## config.mk

```make
export PLATFORM = sky130hd
export DESIGN_NAME = column_bits_tone_synth
export DESIGN_NICKNAME = d
export VERILOG_FILES = /design/src/rtl/cbts_pkg.sv /design/src/rtl/column_bits_tone_synth.sv
export SDC_FILE = /design/constraint.sdc
export NUM_CORES = 2
export LEC_CHECK = 0
export BUFFER_PORTS_ARGS = -buffer_cell sky130_fd_sc_hd__buf_2
export CAP_MARGIN = 20
export CORE_ASPECT_RATIO = 1.75
export CORE_UTILIZATION = 64
export DETAILED_ROUTE_END_ITERATION = 16
export PLACE_DENSITY = 0.87
export RECOVER_POWER = 100
export SETUP_SLACK_MARGIN = 0.1
export SLEW_MARGIN = 15
export SYNTH_ARGS = -nofsm -noshare
export SYNTH_HDL_FRONTEND = slang
export SYNTH_SLANG_ARGS = --single-unit
```

## constraint.sdc

```tcl
create_clock -name clk -period 7.6 [get_ports clk]
set_clock_uncertainty 0.15 [all_clocks]
set_input_delay 0 -clock clk [delete_from_list [all_inputs] [get_ports clk]]
set_output_delay 0 -clock clk [all_outputs]
set_load 0.03 [all_outputs]
```

## src/rtl/cbts_pkg.sv

```systemverilog
// ----------------------------------------------------------------------------
// cbts_pkg
// Shared constants, register indexes and polynomial coefficients for the
// bitmap-column tone synthesiser.
// ----------------------------------------------------------------------------
package cbts_pkg;

  // Defaults for the top-level parameters.
  localparam int AUDIO_RATE_DEF  = 48000;
  localparam int SINE_DEPTH_DEF  = 1024;
  localparam int TONE_COUNT_DEF  = 7;

  // Field and register widths.
  localparam int COLUMN_W   = 7;
  localparam int SAMPLE_W   = 16;
  localparam int FREQ_CFG_W = 15;
  localparam int LEN_W      = 16;
  localparam int CNT_W      = 17;
  localparam int CFG_IDX_W  = 2;
  localparam int CFG_DATA_W = 16;

  // Configuration register indexes.
  localparam logic [CFG_IDX_W-1:0] CFG_BASE_FREQ   = 2'd0;
  localparam logic [CFG_IDX_W-1:0] CFG_BANDWIDTH   = 2'd1;
  localparam logic [CFG_IDX_W-1:0] CFG_TONE_LENGTH = 2'd2;

  // Input word actions.
  localparam logic ACT_LOAD = 1'b0;
  localparam logic ACT_TICK = 1'b1;

  // Quarter-wave polynomial arithmetic.
  localparam int U_W    = 17;
  localparam int COEF_W = 31;
  localparam logic [U_W-1:0]    U_ONE    = 17'h10000;
  localparam logic [14:0]       Q15_MAX  = 15'h7fff;
  localparam logic [COEF_W-1:0] COEF1    = 31'd1686629713;
  localparam logic [COEF_W-1:0] COEF3    = 31'd693598668;
  localparam logic [COEF_W-1:0] COEF5    = 31'd85569306;
  localparam logic [COEF_W-1:0] COEF7    = 31'd5026995;
  localparam logic [COEF_W-1:0] COEF9    = 31'd172272;

  // Steps of the polynomial sequence: square, four nested terms, final product.
  localparam logic [2:0] PSTEP_SQUARE     = 3'd0;
  localparam logic [2:0] PSTEP_LAST_INNER = 3'd4;
  localparam logic [2:0] PSTEP_FINAL      = 3'd5;

  function automatic logic [COEF_W-1:0] poly_coef(input logic [2:0] step);
    logic [COEF_W-1:0] c;
    case (step)
      3'd1:    c = COEF7;
      3'd2:    c = COEF5;
      3'd3:    c = COEF3;
      default: c = COEF1;
    endcase
    return c;
  endfunction

endpackage

```

## src/rtl/column_bits_tone_synth.sv

```systemverilog
// ----------------------------------------------------------------------------
// column_bits_tone_synth
// Turns bitmap columns into audio: each tick of an active column gives one
// Q1.15 sample of the enabled tones, shaped by a half-sine envelope, then a silent tail.
// ----------------------------------------------------------------------------
// A tick in the tone part is worked by the one bit-serial multiplier (six products
// per sine) and the bit-serial divider (NUM_W quotient bits, NUM_W = 26 at
// defaults) for each enabled tone and for the envelope. One word is worked on at
// a time. Reset is synchronous, active low, and restores the configuration
// defaults with no column active.
module column_bits_tone_synth #(
  parameter int AUDIO_RATE       = cbts_pkg::AUDIO_RATE_DEF,
  parameter int SINE_TABLE_DEPTH = cbts_pkg::SINE_DEPTH_DEF,
  parameter int TONE_COUNT       = cbts_pkg::TONE_COUNT_DEF
) (
  input  logic                                 clk,
  input  logic                                 rst_n,
  input  logic                                 in_valid,
  output logic                                 in_ready,
  input  logic                                 in_action,
  input  logic [cbts_pkg::COLUMN_W-1:0]        in_column_bits,
  output logic                                 out_valid,
  input  logic                                 out_ready,
  output logic signed [cbts_pkg::SAMPLE_W-1:0] out_sample,
  output logic                                 out_last_of_column,
  input  logic                                 cfg_we,
  input  logic [cbts_pkg::CFG_IDX_W-1:0]       cfg_index,
  input  logic [cbts_pkg::CFG_DATA_W-1:0]      cfg_data
);
  import cbts_pkg::*;

  localparam int AW      = $clog2(SINE_TABLE_DEPTH);
  localparam int HALF    = SINE_TABLE_DEPTH / 2;
  localparam int SH      = U_W + 1 - AW;
  localparam int PH_W    = $clog2(AUDIO_RATE);
  localparam int KC      = $clog2(TONE_COUNT);
  localparam int K_W     = $clog2(TONE_COUNT + 1);
  localparam int ACC_W   = SAMPLE_W + KC;
  localparam int MAG_W   = ACC_W - 1;
  localparam int KBW_W   = FREQ_CFG_W + KC;
  localparam int ENV_R_W = LEN_W + 1;
  localparam int NI_W    = ENV_R_W + 1;
  localparam int SR_W    = $clog2(AUDIO_RATE + 1);
  localparam int DEN_W   = (SR_W > LEN_W) ? SR_W : LEN_W;
  localparam int NW_A    = PH_W + AW;
  localparam int NW_B    = (MAG_W > KBW_W) ? MAG_W : KBW_W;
  localparam int NW_C    = (NW_A > NW_B) ? NW_A : NW_B;
  localparam int NUM_W   = (NW_C > ENV_R_W) ? NW_C : ENV_R_W;
  localparam int DC_W    = $clog2(NUM_W + 1);
  localparam int PW      = COEF_W + U_W;
  localparam int MC_W    = $clog2(U_W + 1);

  localparam logic [3:0] S_IDLE = 4'd0;
  localparam logic [3:0] S_LDIV = 4'd1;
  localparam logic [3:0] S_LMOD = 4'd2;
  localparam logic [3:0] S_TONE = 4'd3;
  localparam logic [3:0] S_TDIV = 4'd4;
  localparam logic [3:0] S_SIN  = 4'd5;
  localparam logic [3:0] S_PMUL = 4'd6;
  localparam logic [3:0] S_PDIV = 4'd7;
  localparam logic [3:0] S_EDIV = 4'd8;
  localparam logic [3:0] S_EMIT = 4'd9;

  logic [3:0]              state_r;
  logic [FREQ_CFG_W-1:0]   base_r, bw_r;
  logic [LEN_W-1:0]        len_cfg_r;
  logic [TONE_COUNT-1:0]   mask_r;
  logic [CNT_W-1:0]        count_r;
  logic                    active_r;
  logic [PH_W-1:0]         step_r  [TONE_COUNT];
  logic [PH_W-1:0]         phase_r [TONE_COUNT];
  logic [AW-1:0]           env_idx_r;
  logic [LEN_W-1:0]        env_rem_r;
  logic [K_W-1:0]          k_r;
  logic [KBW_W-1:0]        sum_r;
  logic signed [ACC_W-1:0] acc_r;
  logic [U_W-1:0]          u_r, u2_r;
  logic                    sin_neg_r;
  logic                    sin_env_r;
  logic [2:0]              pstep_r;
  logic [SAMPLE_W-1:0]     smp_r;
  logic [PW-1:0]           mul_p_r;
  logic [COEF_W-1:0]       mul_a_r;
  logic [MC_W-1:0]         mul_cnt_r;
  logic [NUM_W-1:0]        div_num_r;
  logic [DEN_W-1:0]        div_rem_r, div_den_r;
  logic [DC_W-1:0]         div_cnt_r;
  logic [SAMPLE_W-1:0]     out_sample_r;
  logic                    out_last_r, out_valid_r;

  // Combinational helpers.
  logic [LEN_W-1:0]    len_now;
  logic [KC-1:0]       kx;
  logic [PH_W-1:0]     cur_phase, ph_next;
  logic [PH_W:0]       ph_sum;
  logic [DEN_W:0]      div_sh, div_diff;
  logic                div_ge, div_done;
  logic [NUM_W-1:0]    div_num_step;
  logic [DEN_W-1:0]    div_rem_step;
  logic [COEF_W:0]     mul_hi;
  logic [PW-1:0]       mul_p_step;
  logic                mul_done;
  logic [AW-1:0]       sin_ang;
  logic [U_W-1:0]      sin_u0, sin_u;
  logic [U_W-1:0]      p_u2, p_final;
  logic [COEF_W-1:0]   t_next;
  logic [14:0]         mag_q15;
  logic [SAMPLE_W-1:0] sin_val;
  logic [ACC_W-1:0]    acc_neg_val;
  logic [MAG_W-1:0]    acc_mag;
  logic [SAMPLE_W-1:0] quot16;
  logic [ENV_R_W-1:0]  env_r17;
  logic [NI_W-1:0]     env_ni;
  logic [CNT_W:0]      cnt_inc;
  logic                last_tick;
  logic [LEN_W-1:0]    freq_now;

  assign len_now   = (len_cfg_r == '0) ? LEN_W'(1) : len_cfg_r;
  assign kx        = k_r[KC-1:0];
  assign cur_phase = phase_r[kx];
  assign ph_sum    = {1'b0, cur_phase} + {1'b0, step_r[kx]};
  assign ph_next   = (ph_sum >= (PH_W+1)'(AUDIO_RATE)) ?
                     PH_W'(ph_sum - (PH_W+1)'(AUDIO_RATE)) : ph_sum[PH_W-1:0];

  // Restoring divider: one quotient bit per cycle, quotient shifts into num.
  assign div_sh       = {div_rem_r, div_num_r[NUM_W-1]};
  assign div_ge       = (div_sh >= {1'b0, div_den_r});
  assign div_diff     = div_sh - {1'b0, div_den_r};
  assign div_rem_step = div_ge ? div_diff[DEN_W-1:0] : div_sh[DEN_W-1:0];
  assign div_num_step = {div_num_r[NUM_W-2:0], div_ge};
  assign div_done     = (div_cnt_r == '0);

  // Shift-add multiplier: the multiplier operand leaves one bit per cycle.
  assign mul_hi     = {1'b0, mul_p_r[PW-1:U_W]} + {1'b0, mul_a_r};
  assign mul_p_step = mul_p_r[0] ? {mul_hi, mul_p_r[U_W-1:1]} : {1'b0, mul_p_r[PW-1:1]};
  assign mul_done   = (mul_cnt_r == '0);

  // Fold the angle to a quarter wave and form the Q16 fraction.
  assign sin_ang = (state_r == S_TONE) ? env_idx_r : div_num_r[AW-1:0];
  assign sin_u0  = U_W'(sin_ang[AW-3:0]) << SH;
  assign sin_u   = sin_ang[AW-2] ? (U_ONE - sin_u0) : sin_u0;

  assign p_u2    = mul_p_r[U_W+15:16];
  assign t_next  = poly_coef(pstep_r) - mul_p_r[COEF_W+15:16];
  assign p_final = mul_p_r[PW-1:COEF_W];
  assign mag_q15 = (p_final > U_W'(Q15_MAX)) ? Q15_MAX : p_final[14:0];
  assign sin_val = sin_neg_r ? (SAMPLE_W'(0) - {1'b0, mag_q15}) : {1'b0, mag_q15};

  assign acc_neg_val = ACC_W'(0) - acc_r;
  assign acc_mag     = acc_r[ACC_W-1] ? acc_neg_val[MAG_W-1:0] : acc_r[MAG_W-1:0];
  assign quot16      = {1'b0, div_num_r[14:0]};
  assign env_r17     = ENV_R_W'(env_rem_r) + ENV_R_W'(HALF);
  assign env_ni      = NI_W'(env_idx_r) + NI_W'(div_num_r[ENV_R_W-1:0]);
  assign cnt_inc     = {1'b0, count_r} + (CNT_W+1)'(1);
  assign last_tick   = (cnt_inc >= (CNT_W+1)'({len_now, 1'b0}));
  assign freq_now    = {1'b0, base_r} + {1'b0, div_num_r[FREQ_CFG_W-1:0]};

  assign in_ready           = (state_r == S_IDLE);
  assign out_valid          = out_valid_r;
  assign out_sample         = out_sample_r;
  assign out_last_of_column = out_last_r;

  always_ff @(posedge clk) begin
    if (!rst_n) begin
      state_r     <= S_IDLE;
      base_r      <= FREQ_CFG_W'(1200);
      bw_r        <= FREQ_CFG_W'(1000);
      len_cfg_r   <= LEN_W'(1920);
      active_r    <= 1'b0;
      count_r     <= '0;
      mask_r      <= '0;
      mul_cnt_r   <= '0;
      div_cnt_r   <= '0;
      out_valid_r <= 1'b0;
    end else begin
      if (cfg_we) begin
        unique case (cfg_index)
          CFG_BASE_FREQ:   base_r    <= cfg_data[FREQ_CFG_W-1:0];
          CFG_BANDWIDTH:   bw_r      <= cfg_data[FREQ_CFG_W-1:0];
          CFG_TONE_LENGTH: len_cfg_r <= cfg_data;
          default: ;
        endcase
      end

      if (out_valid_r && out_ready) begin
        out_valid_r <= 1'b0;
      end

      // Shared units step by default; a start below overrides.
      if (!mul_done) begin
        mul_p_r   <= mul_p_step;
        mul_cnt_r <= mul_cnt_r - MC_W'(1);
      end
      if (!div_done) begin
        div_num_r <= div_num_step;
        div_rem_r <= div_rem_step;
        div_cnt_r <= div_cnt_r - DC_W'(1);
      end

      unique case (state_r)
        S_IDLE: begin
          if (in_valid) begin
            if (in_action == ACT_LOAD) begin
              mask_r    <= TONE_COUNT'(in_column_bits);
              for (int i = 0; i < TONE_COUNT; i++) begin
                phase_r[i] <= '0;
              end
              count_r   <= '0;
              env_idx_r <= '0;
              env_rem_r <= '0;
              active_r  <= 1'b1;
              k_r       <= '0;
              sum_r     <= '0;
              div_num_r <= '0;
              div_rem_r <= '0;
              div_den_r <= DEN_W'(TONE_COUNT - 1);
              div_cnt_r <= DC_W'(NUM_W);
              state_r   <= S_LDIV;
            end else if (active_r) begin
              acc_r <= '0;
              k_r   <= '0;
              if (count_r < CNT_W'(len_now)) begin
                state_r <= S_TONE;
              end else begin
                smp_r   <= '0;
                state_r <= S_EMIT;
              end
            end
          end
        end

        S_LDIV: begin
          if (div_done) begin
            div_num_r <= NUM_W'(freq_now);
            div_rem_r <= '0;
            div_den_r <= DEN_W'(AUDIO_RATE);
            div_cnt_r <= DC_W'(NUM_W);
            state_r   <= S_LMOD;
          end
        end

        S_LMOD: begin
          if (div_done) begin
            step_r[kx] <= div_rem_r[PH_W-1:0];
            k_r        <= k_r + K_W'(1);
            sum_r      <= sum_r + KBW_W'(bw_r);
            if (k_r == K_W'(TONE_COUNT - 1)) begin
              state_r <= S_IDLE;
            end else begin
              div_num_r <= NUM_W'(sum_r + KBW_W'(bw_r));
              div_rem_r <= '0;
              div_den_r <= DEN_W'(TONE_COUNT - 1);
              div_cnt_r <= DC_W'(NUM_W);
              state_r   <= S_LDIV;
            end
          end
        end

        S_TONE: begin
          if (k_r == K_W'(TONE_COUNT)) begin
            // All tones summed: the envelope sine comes next.
            sin_env_r <= 1'b1;
            u_r       <= sin_u;
            sin_neg_r <= sin_ang[AW-1];
            pstep_r   <= PSTEP_SQUARE;
            mul_a_r   <= COEF_W'(sin_u);
            mul_p_r   <= PW'(sin_u);
            mul_cnt_r <= MC_W'(U_W);
            state_r   <= S_SIN;
          end else begin
            phase_r[kx] <= ph_next;
            k_r         <= k_r + K_W'(1);
            if (mask_r[kx]) begin
              div_num_r <= NUM_W'(cur_phase) << AW;
              div_rem_r <= '0;
              div_den_r <= DEN_W'(AUDIO_RATE);
              div_cnt_r <= DC_W'(NUM_W);
              state_r   <= S_TDIV;
            end
          end
        end

        S_TDIV: begin
          if (div_done) begin
            sin_env_r <= 1'b0;
            u_r       <= sin_u;
            sin_neg_r <= sin_ang[AW-1];
            pstep_r   <= PSTEP_SQUARE;
            mul_a_r   <= COEF_W'(sin_u);
            mul_p_r   <= PW'(sin_u);
            mul_cnt_r <= MC_W'(U_W);
            state_r   <= S_SIN;
          end
        end

        S_SIN: begin
          if (mul_done) begin
            pstep_r <= pstep_r + 3'd1;
            if (pstep_r == PSTEP_SQUARE) begin
              u2_r      <= p_u2;
              mul_a_r   <= COEF9;
              mul_p_r   <= PW'(p_u2);
              mul_cnt_r <= MC_W'(U_W);
            end else if (pstep_r != PSTEP_FINAL) begin
              mul_a_r   <= t_next;
              mul_p_r   <= (pstep_r == PSTEP_LAST_INNER) ? PW'(u_r) : PW'(u2_r);
              mul_cnt_r <= MC_W'(U_W);
            end else if (sin_env_r) begin
              // A negative envelope counts as silence.
              mul_a_r   <= COEF_W'(acc_mag);
              mul_p_r   <= sin_neg_r ? '0 : PW'(mag_q15);
              mul_cnt_r <= MC_W'(U_W);
              state_r   <= S_PMUL;
            end else begin
              acc_r   <= acc_r + ACC_W'($signed(sin_val));
              state_r <= S_TONE;
            end
          end
        end

        S_PMUL: begin
          if (mul_done) begin
            div_num_r <= NUM_W'(mul_p_r[MAG_W+14:15]);
            div_rem_r <= '0;
            div_den_r <= DEN_W'(TONE_COUNT);
            div_cnt_r <= DC_W'(NUM_W);
            state_r   <= S_PDIV;
          end
        end

        S_PDIV: begin
          if (div_done) begin
            smp_r     <= acc_r[ACC_W-1] ? (SAMPLE_W'(0) - quot16) : quot16;
            div_num_r <= NUM_W'(env_r17);
            div_rem_r <= '0;
            div_den_r <= DEN_W'(len_now);
            div_cnt_r <= DC_W'(NUM_W);
            state_r   <= S_EDIV;
          end
        end

        S_EDIV: begin
          if (div_done) begin
            env_rem_r <= div_rem_r[LEN_W-1:0];
            env_idx_r <= (env_ni > NI_W'(HALF)) ? AW'(HALF) : env_ni[AW-1:0];
            state_r   <= S_EMIT;
          end
        end

        S_EMIT: begin
          if (!out_valid_r || out_ready) begin
            out_sample_r <= smp_r;
            out_last_r   <= last_tick;
            out_valid_r  <= 1'b1;
            count_r      <= cnt_inc[CNT_W-1:0];
            if (last_tick) begin
              active_r <= 1'b0;
            end
            state_r <= S_IDLE;
          end
        end

        default: state_r <= S_IDLE;
      endcase
    end
  end

endmodule

```

# Word-level counts from Yosys, hierarchy flattened
# Memory sizes are Yosys's and may differ from the RTL's. A register that Yosys moved wholly into a read port is not among the register bits.
# Index checks and enable logic that the tools add are counted.
# Widths: inputs -> output; s select.
totals:
  latchBits: 0
  register_bits: 361
  mem_count: 2
  inputBits: 31
  ramBits: 224
  romBits: 0
memory_table:
  columns: ["name", "depth", "width", "rd", "rd_clocked_by_memory_dff", "write_ports", "line_no", "source"]
  rows:
  - ["phase_r", 7, 16, 1, 1, 7, "column_bits_tone_synth.sv:71", "logic [PH_W-1:0] phase_r [TONE_COUNT];"]
  - ["step_r", 7, 16, 1, 1, 1, "column_bits_tone_synth.sv:70", "logic [PH_W-1:0] step_r [TONE_COUNT];"]
classes:
  eq_ne: 42
  bitwise: 1
  n_lt_le_gt_ge: 7
  addsub: 20
  muxes: 174
  n_mul: 0
  shifts: 0
  n_div: 0
  n_reduce_logical: 38
op_table:
  columns: ["cell", "count"]
  rows:
  - ["$mux 16", 32]
  - ["$mux 48", 8]
  - ["$mux 26", 10]
  - ["$mux 31", 6]
  - ["$pmux 31 s3", 2]
  - ["$pmux 26 s6", 1]
  - ["$pmux 48 s3", 1]
  - ["$mux 19", 7]
  - ["$mux 17", 7]
  - ["$pmux 16 s6", 1]
  - ["$mux 5", 16]
  - ["$pmux 16 s5", 1]
  - ["$mux 18", 4]
  - ["$pmux 17 s2", 2]
  - ["$mux 4", 16]
  - ["$pmux 16 s2", 2]
  - ["$mux 10", 5]
  - ["$pmux 4 s10", 1]
  - ["$pmux 19 s2", 1]
  - ["$mux 3", 12]
  - ["$pmux 18 s2", 1]
  - ["$ne 2x2->1 const B", 17]
  - ["$add 31x31->32", 1]
  - ["$sub 1x15->16 const A", 2]
  - ["other kinds (67)", 126]

# Longest topological paths before layout
logic_depth:
  word_depth: 10
  ltp_mapped: 23
  mapped_depth_nobuf: 19

# Worst setup path after synthesis
# OpenSTA, ideal clock, no wires.
synth_timing:
  path_kind: "flip-flop to flip-flop"
  from: "register with a tool-made name"
  to: "memory phase_r[0][12] (netlist name), data pin"
  synth_period_minus_slack_ns: 5.701
  stages_incl_launch_ff: 21
  path_slack_ns: 1.899
  t_required_ns: 7.177
  arrival_time_ns: 5.277
  path_cell_list: "dfxtp_1 > buf_2 > buf_2 > buf_2 > buf_1 > mux4_2 > mux2_2 > ha_1 > o21ai_1 > o21bai_1 > a21boi_0 > or3_1 > nand2_1 > ha_1 > inv_1 > o21ai_0 > nand3_1 > a41oi_4 > nand2_1 > xnor2_1 > nor3_1"
synth_rtl:
  columns: ["item", "line_no"]
  rows:
  - ["end: declaration", "column_bits_tone_synth.sv:71"]

==> impl_metrics.csv <==
group,metric,value,unit
clock_tree,cts_buffer_depth,3,
drt,drc,0,
global_routing,antenna_found_initial,7,
worst_setup_path,r2r_end,"phase_r[2][12]$_SDFFCE_PN0P_",
clock_tree,post_cts_resized,0,
worst_setup_path,cp_top_family,"simple AND/OR/NAND/NOR gates",
floorplan,rows,114,
clock_tree,clk_latency,0.64,ns
yosys,synth_seq_cells,596,
drt,route.vias.total,30390,
worst_setup_path,critPathBufInv,2,
worst_setup_path,cp_common_cell,"nand2_1",
worst_setup_path,critPathMaxFanout,26,
clock_tree,root_buffer,"clkbuf_16",
yosys,synth.area.top_cells,"edfxtp_1 (41%), ha_1 (6.9%), dfxtp_1 (5.9%)",
floorplan,coreArea,55340,sq um
layout,drive_above_1_share,7.580,%
place,gp_congestion,1.073,
drt,wl_per_cell,26.01,um
yosys,syn_area_per_cell,9.988,sq um
timing,finalHoldViolCount,0,
layout,syn2layout_area_growth,9.064,%
yosys,synth_warnings,0,
timing,fin_crit,6.603,ns
worst_setup_path,max_stage_delay,1.18,ns
worst_setup_path,start_kind,"flop",
worst_setup_path,reg2reg_slack,1.0,ns
clock_tree,post_cts_buffers,0,
yosys,synth_flop_cell,"edfxtp_1",
timing,setup_slack,0.9967,ns
floorplan,pin_count,50,
timing,worst_pin_slew,3.217,ns
pwr,power_leakage,14.94,nW
pwr,power_density,472.1,nW/um^2
pwr,max-vdd-ir-drop,0.4311,mV
yosys,synthArstFlopShare,0,%
flow_run,drv_cap,11,
drt,wl,114300,um
timing,max_slew_margin,-114.5,%
place,hpwl,79790,um
clock_tree,clkSinkCount,596,
place,place_ws,1.903,ns
worst_setup_path,required,7.54,ns
worst_setup_path,path_class,"flop to flop",
yosys,synth-edff-count,491,
yosys,yosysTopAreaCell,"edfxtp_1",
clock_tree,cts_buffers,54,
global_routing,overflow,0,
run_status,violations,"max-capacitance violations, max-slew violations",
yosys,yosysUniqueCellTypes,90,
layout,nFillCells,3944,
timing,rsz0062_at_grt,"false",
timing,holdWs,0.08989,ns
clock_tree,htreeDepth,2,
drt,drtPass1Iterations,8,
global_routing,grt_max_degree,63,
hold_path,min_from,"cfg_data[2]",
clock_tree,cts_tree,"done",
worst_setup_path,ff2ff_path_depth,8,
timing,slew_viol_final,270,
timing,setup_viol,0,
yosys,yosysSeqAreaShare,46.90,%
layout,layout.nets,3884,
floorplan,die_h,315.4,um
yosys,synth_area,35920,sq um
drt,ant_nets,0,
worst_setup_path,critPathSlowestCell,"or2_0",
timing,max_freq,151.4,MHz
worst_setup_path,worstPathCellList,"clkbuf_1, nor2_1, nand2_1, nor2_1, nand2_1, clkbuf_1, or2_0, nand2_1",
drt,via_per_inst,6.912,
global_routing,grt_pass1_vias,30080,
yosys,yosysTopAreaCellShare,41.05,%
place,placedCellCount,4234,
yosys,syn_inst,3596,
drt,drtIter0Drc,3447,
hold_path,worstHoldPathCells,4,
worst_setup_path,r2r_start,"state_r[3]$_SDFFE_PN0P_",
place,numPortBuffers,49,
worst_setup_path,end_kind,"flop",
global_routing,grtUsageTotal,40.25,%
hold_path,hold_class,"input port to flop",
clock_tree,clk_pin_slew,0.06,ns
layout,layoutNonFillerInstCount,4397,
run_status,run_status,"finished with violations",
layout,final_util,70.78,%
floorplan,dieArea,57110,sq um
clock_tree,holdBufCountCts,53,
floorplan,start_util,64.90,%
timing,finalCritPeriodShare,86.89,%
worst_setup_path,arrival,6.55,ns
yosys,syn_nets,3832,
floorplan,die_x,181.1,um
timing,setup_tns,0,ns
global_routing,grt_pass1_wl,172400,um
hold_path,holdPathEnd,"len_cfg_r[2]$_SDFFE_PN0P_",
## cell families after synthesis
group                      share of synthesized area (%)
and+or+nand+nor                                    14.41
AOI/OAI and AO/OA                                  16.93
DFF                                                46.90
buffers and inverters                              3.438
adders and majority gates                          7.309
xor gates and xnor gates                           4.602
muxes                                              6.410
## worst reg2reg max path: stages, from the launching register on
cell and delay [ns]:
dfxtp_1 0.61, clkbuf_1 0.81, nor2_1 0.34, nand2_1 0.60, nor2_1 0.14, nand2_1 0.10
clkbuf_1 1.11, or2_0 1.19, nand2_1 1.03
## worst max-delay path by stage
stage,from,to,slack (ns),depth (start not counted)
2_1_floorplan,flop,phase_r[0][12]$_SDFFCE_PN0P_,1.90,20
3_3_place_gp,flop,phase_r[3][8]$_SDFFCE_PN0P_,1.94,18
3_5_place_dp,flop,phase_r[5][8]$_DFFE_PP_,1.90,18
4_1_cts,flop,phase_r[7][10]$_DFFE_PP_,1.86,17
5_1_grt,flop,phase_r[3][14]$_SDFFCE_PN0P_,0.82,17
6_report,state_r[3]$_SDFFE_PN0P_,phase_r[2][12]$_SDFFCE_PN0P_,1.0,8
## metal layers
| layer | part of all wire (%) | global-route usage, % |
|---|---|---|
| met2 | 48 | 68.31 |
| met1 | 30 | 39.11 |
| met3 | 9.2 | 9.664 |
| met4 | 13 | 41.93 |
| met5 | 0.0079 | 0 |
## Yosys cell counts, drive strengths merged, types with 12 or more instances
cell type    n
a211oi      50
a21boi      12
a21o        61
a21oi      305
a221o       13
a221oi      20
a31oi       27
and2        17
and3        39
buf         26
clkbuf     152
dfxtp      105
edfxtp     491
ha         197
inv        144
mux2        40
mux2i       77
mux4        48
nand2      368
nand2b      28
nand3       67
nand4       18
nor2       410
nor2b       36
nor3        85
nor4        13
o211ai      23
o21a        31
o21ai      245
o21bai      19
o221ai      18
o22ai       31
o31ai       15
or2         18
or3         16
xnor2       95
xor2        92
## layout make-up
cell class	count	area, sq um	area share (%)
inverters	146	548.0	1.399
clock inverters	26	269.0	0.6867
clock buffers	76	1610	4.111
multi-input cells	2676	17860	45.59
well taps	696	870.8	2.223
flip-flops and latches	596	16850	43.01
diodes	7	17.52	0.04472
repair buffers	174	1149	2.932
## flip-flops by register name (all words and copies together) (netlist names), 16 cells and up, named ones only
| signal | flops |
|---|---|
| mul_p_r | 48 |
| u2_r | 17 |
| count_r | 17 |
| step_r | 112 |
| phase_r | 128 |
| div_den_r | 16 |
| out_sample | 16 |
| div_rem_r | 16 |
| env_rem_r | 16 |
| div_num_r | 26 |
| smp_r | 16 |
| mul_a_r | 31 |
| len_cfg_r | 16 |
| sum_r | 18 |
| acc_r | 19 |
## where the power goes
group | leakage [nW] | switching [mW] | internal (mW) | total, mW
Sequential | 5.48 | 1.03 | 4.44 | 5.47
Combinational | 8.54 | 6.39 | 3.73 | 10.1
Clock | 0.920 | 1.28 | 1.63 | 2.91
## stage by stage
step                total power [mW]  cell area [sq um]
floorplan                      12.45              35920
global placement               15.05              36970
detailed placement             15.31              36970
CTS                            18.26              39380
global route                   19.38              39160
finish                         18.49              39170
## cell usage in the layout, fill, tap and decap left out, types with 17 or more instances in the layout
master           n
a211oi_1        47
a21o_1          61
a21oi_1        299
a221oi_1        20
a31oi_1         27
and3_1          39
buf_2           29
buf_4           34
clkbuf_1        68
clkbuf_16       59
dfxtp_1        102
dlygate4sd3_1   53
edfxtp_1       491
ha_1           197
inv_1          143
mux2_2          36
mux2i_1         77
mux4_2          48
nand2_1        368
nand2b_1        28
nand3_1         67
nand4_1         17
nor2_1         405
nor2b_1         36
nor3_1          82
o211ai_1        23
o21a_1          31
o21ai_0        239
o21bai_1        19
o221ai_1        18
o22ai_1         31
xnor2_1         95
xor2_1          92
Power figures use the tool's default switching activity.
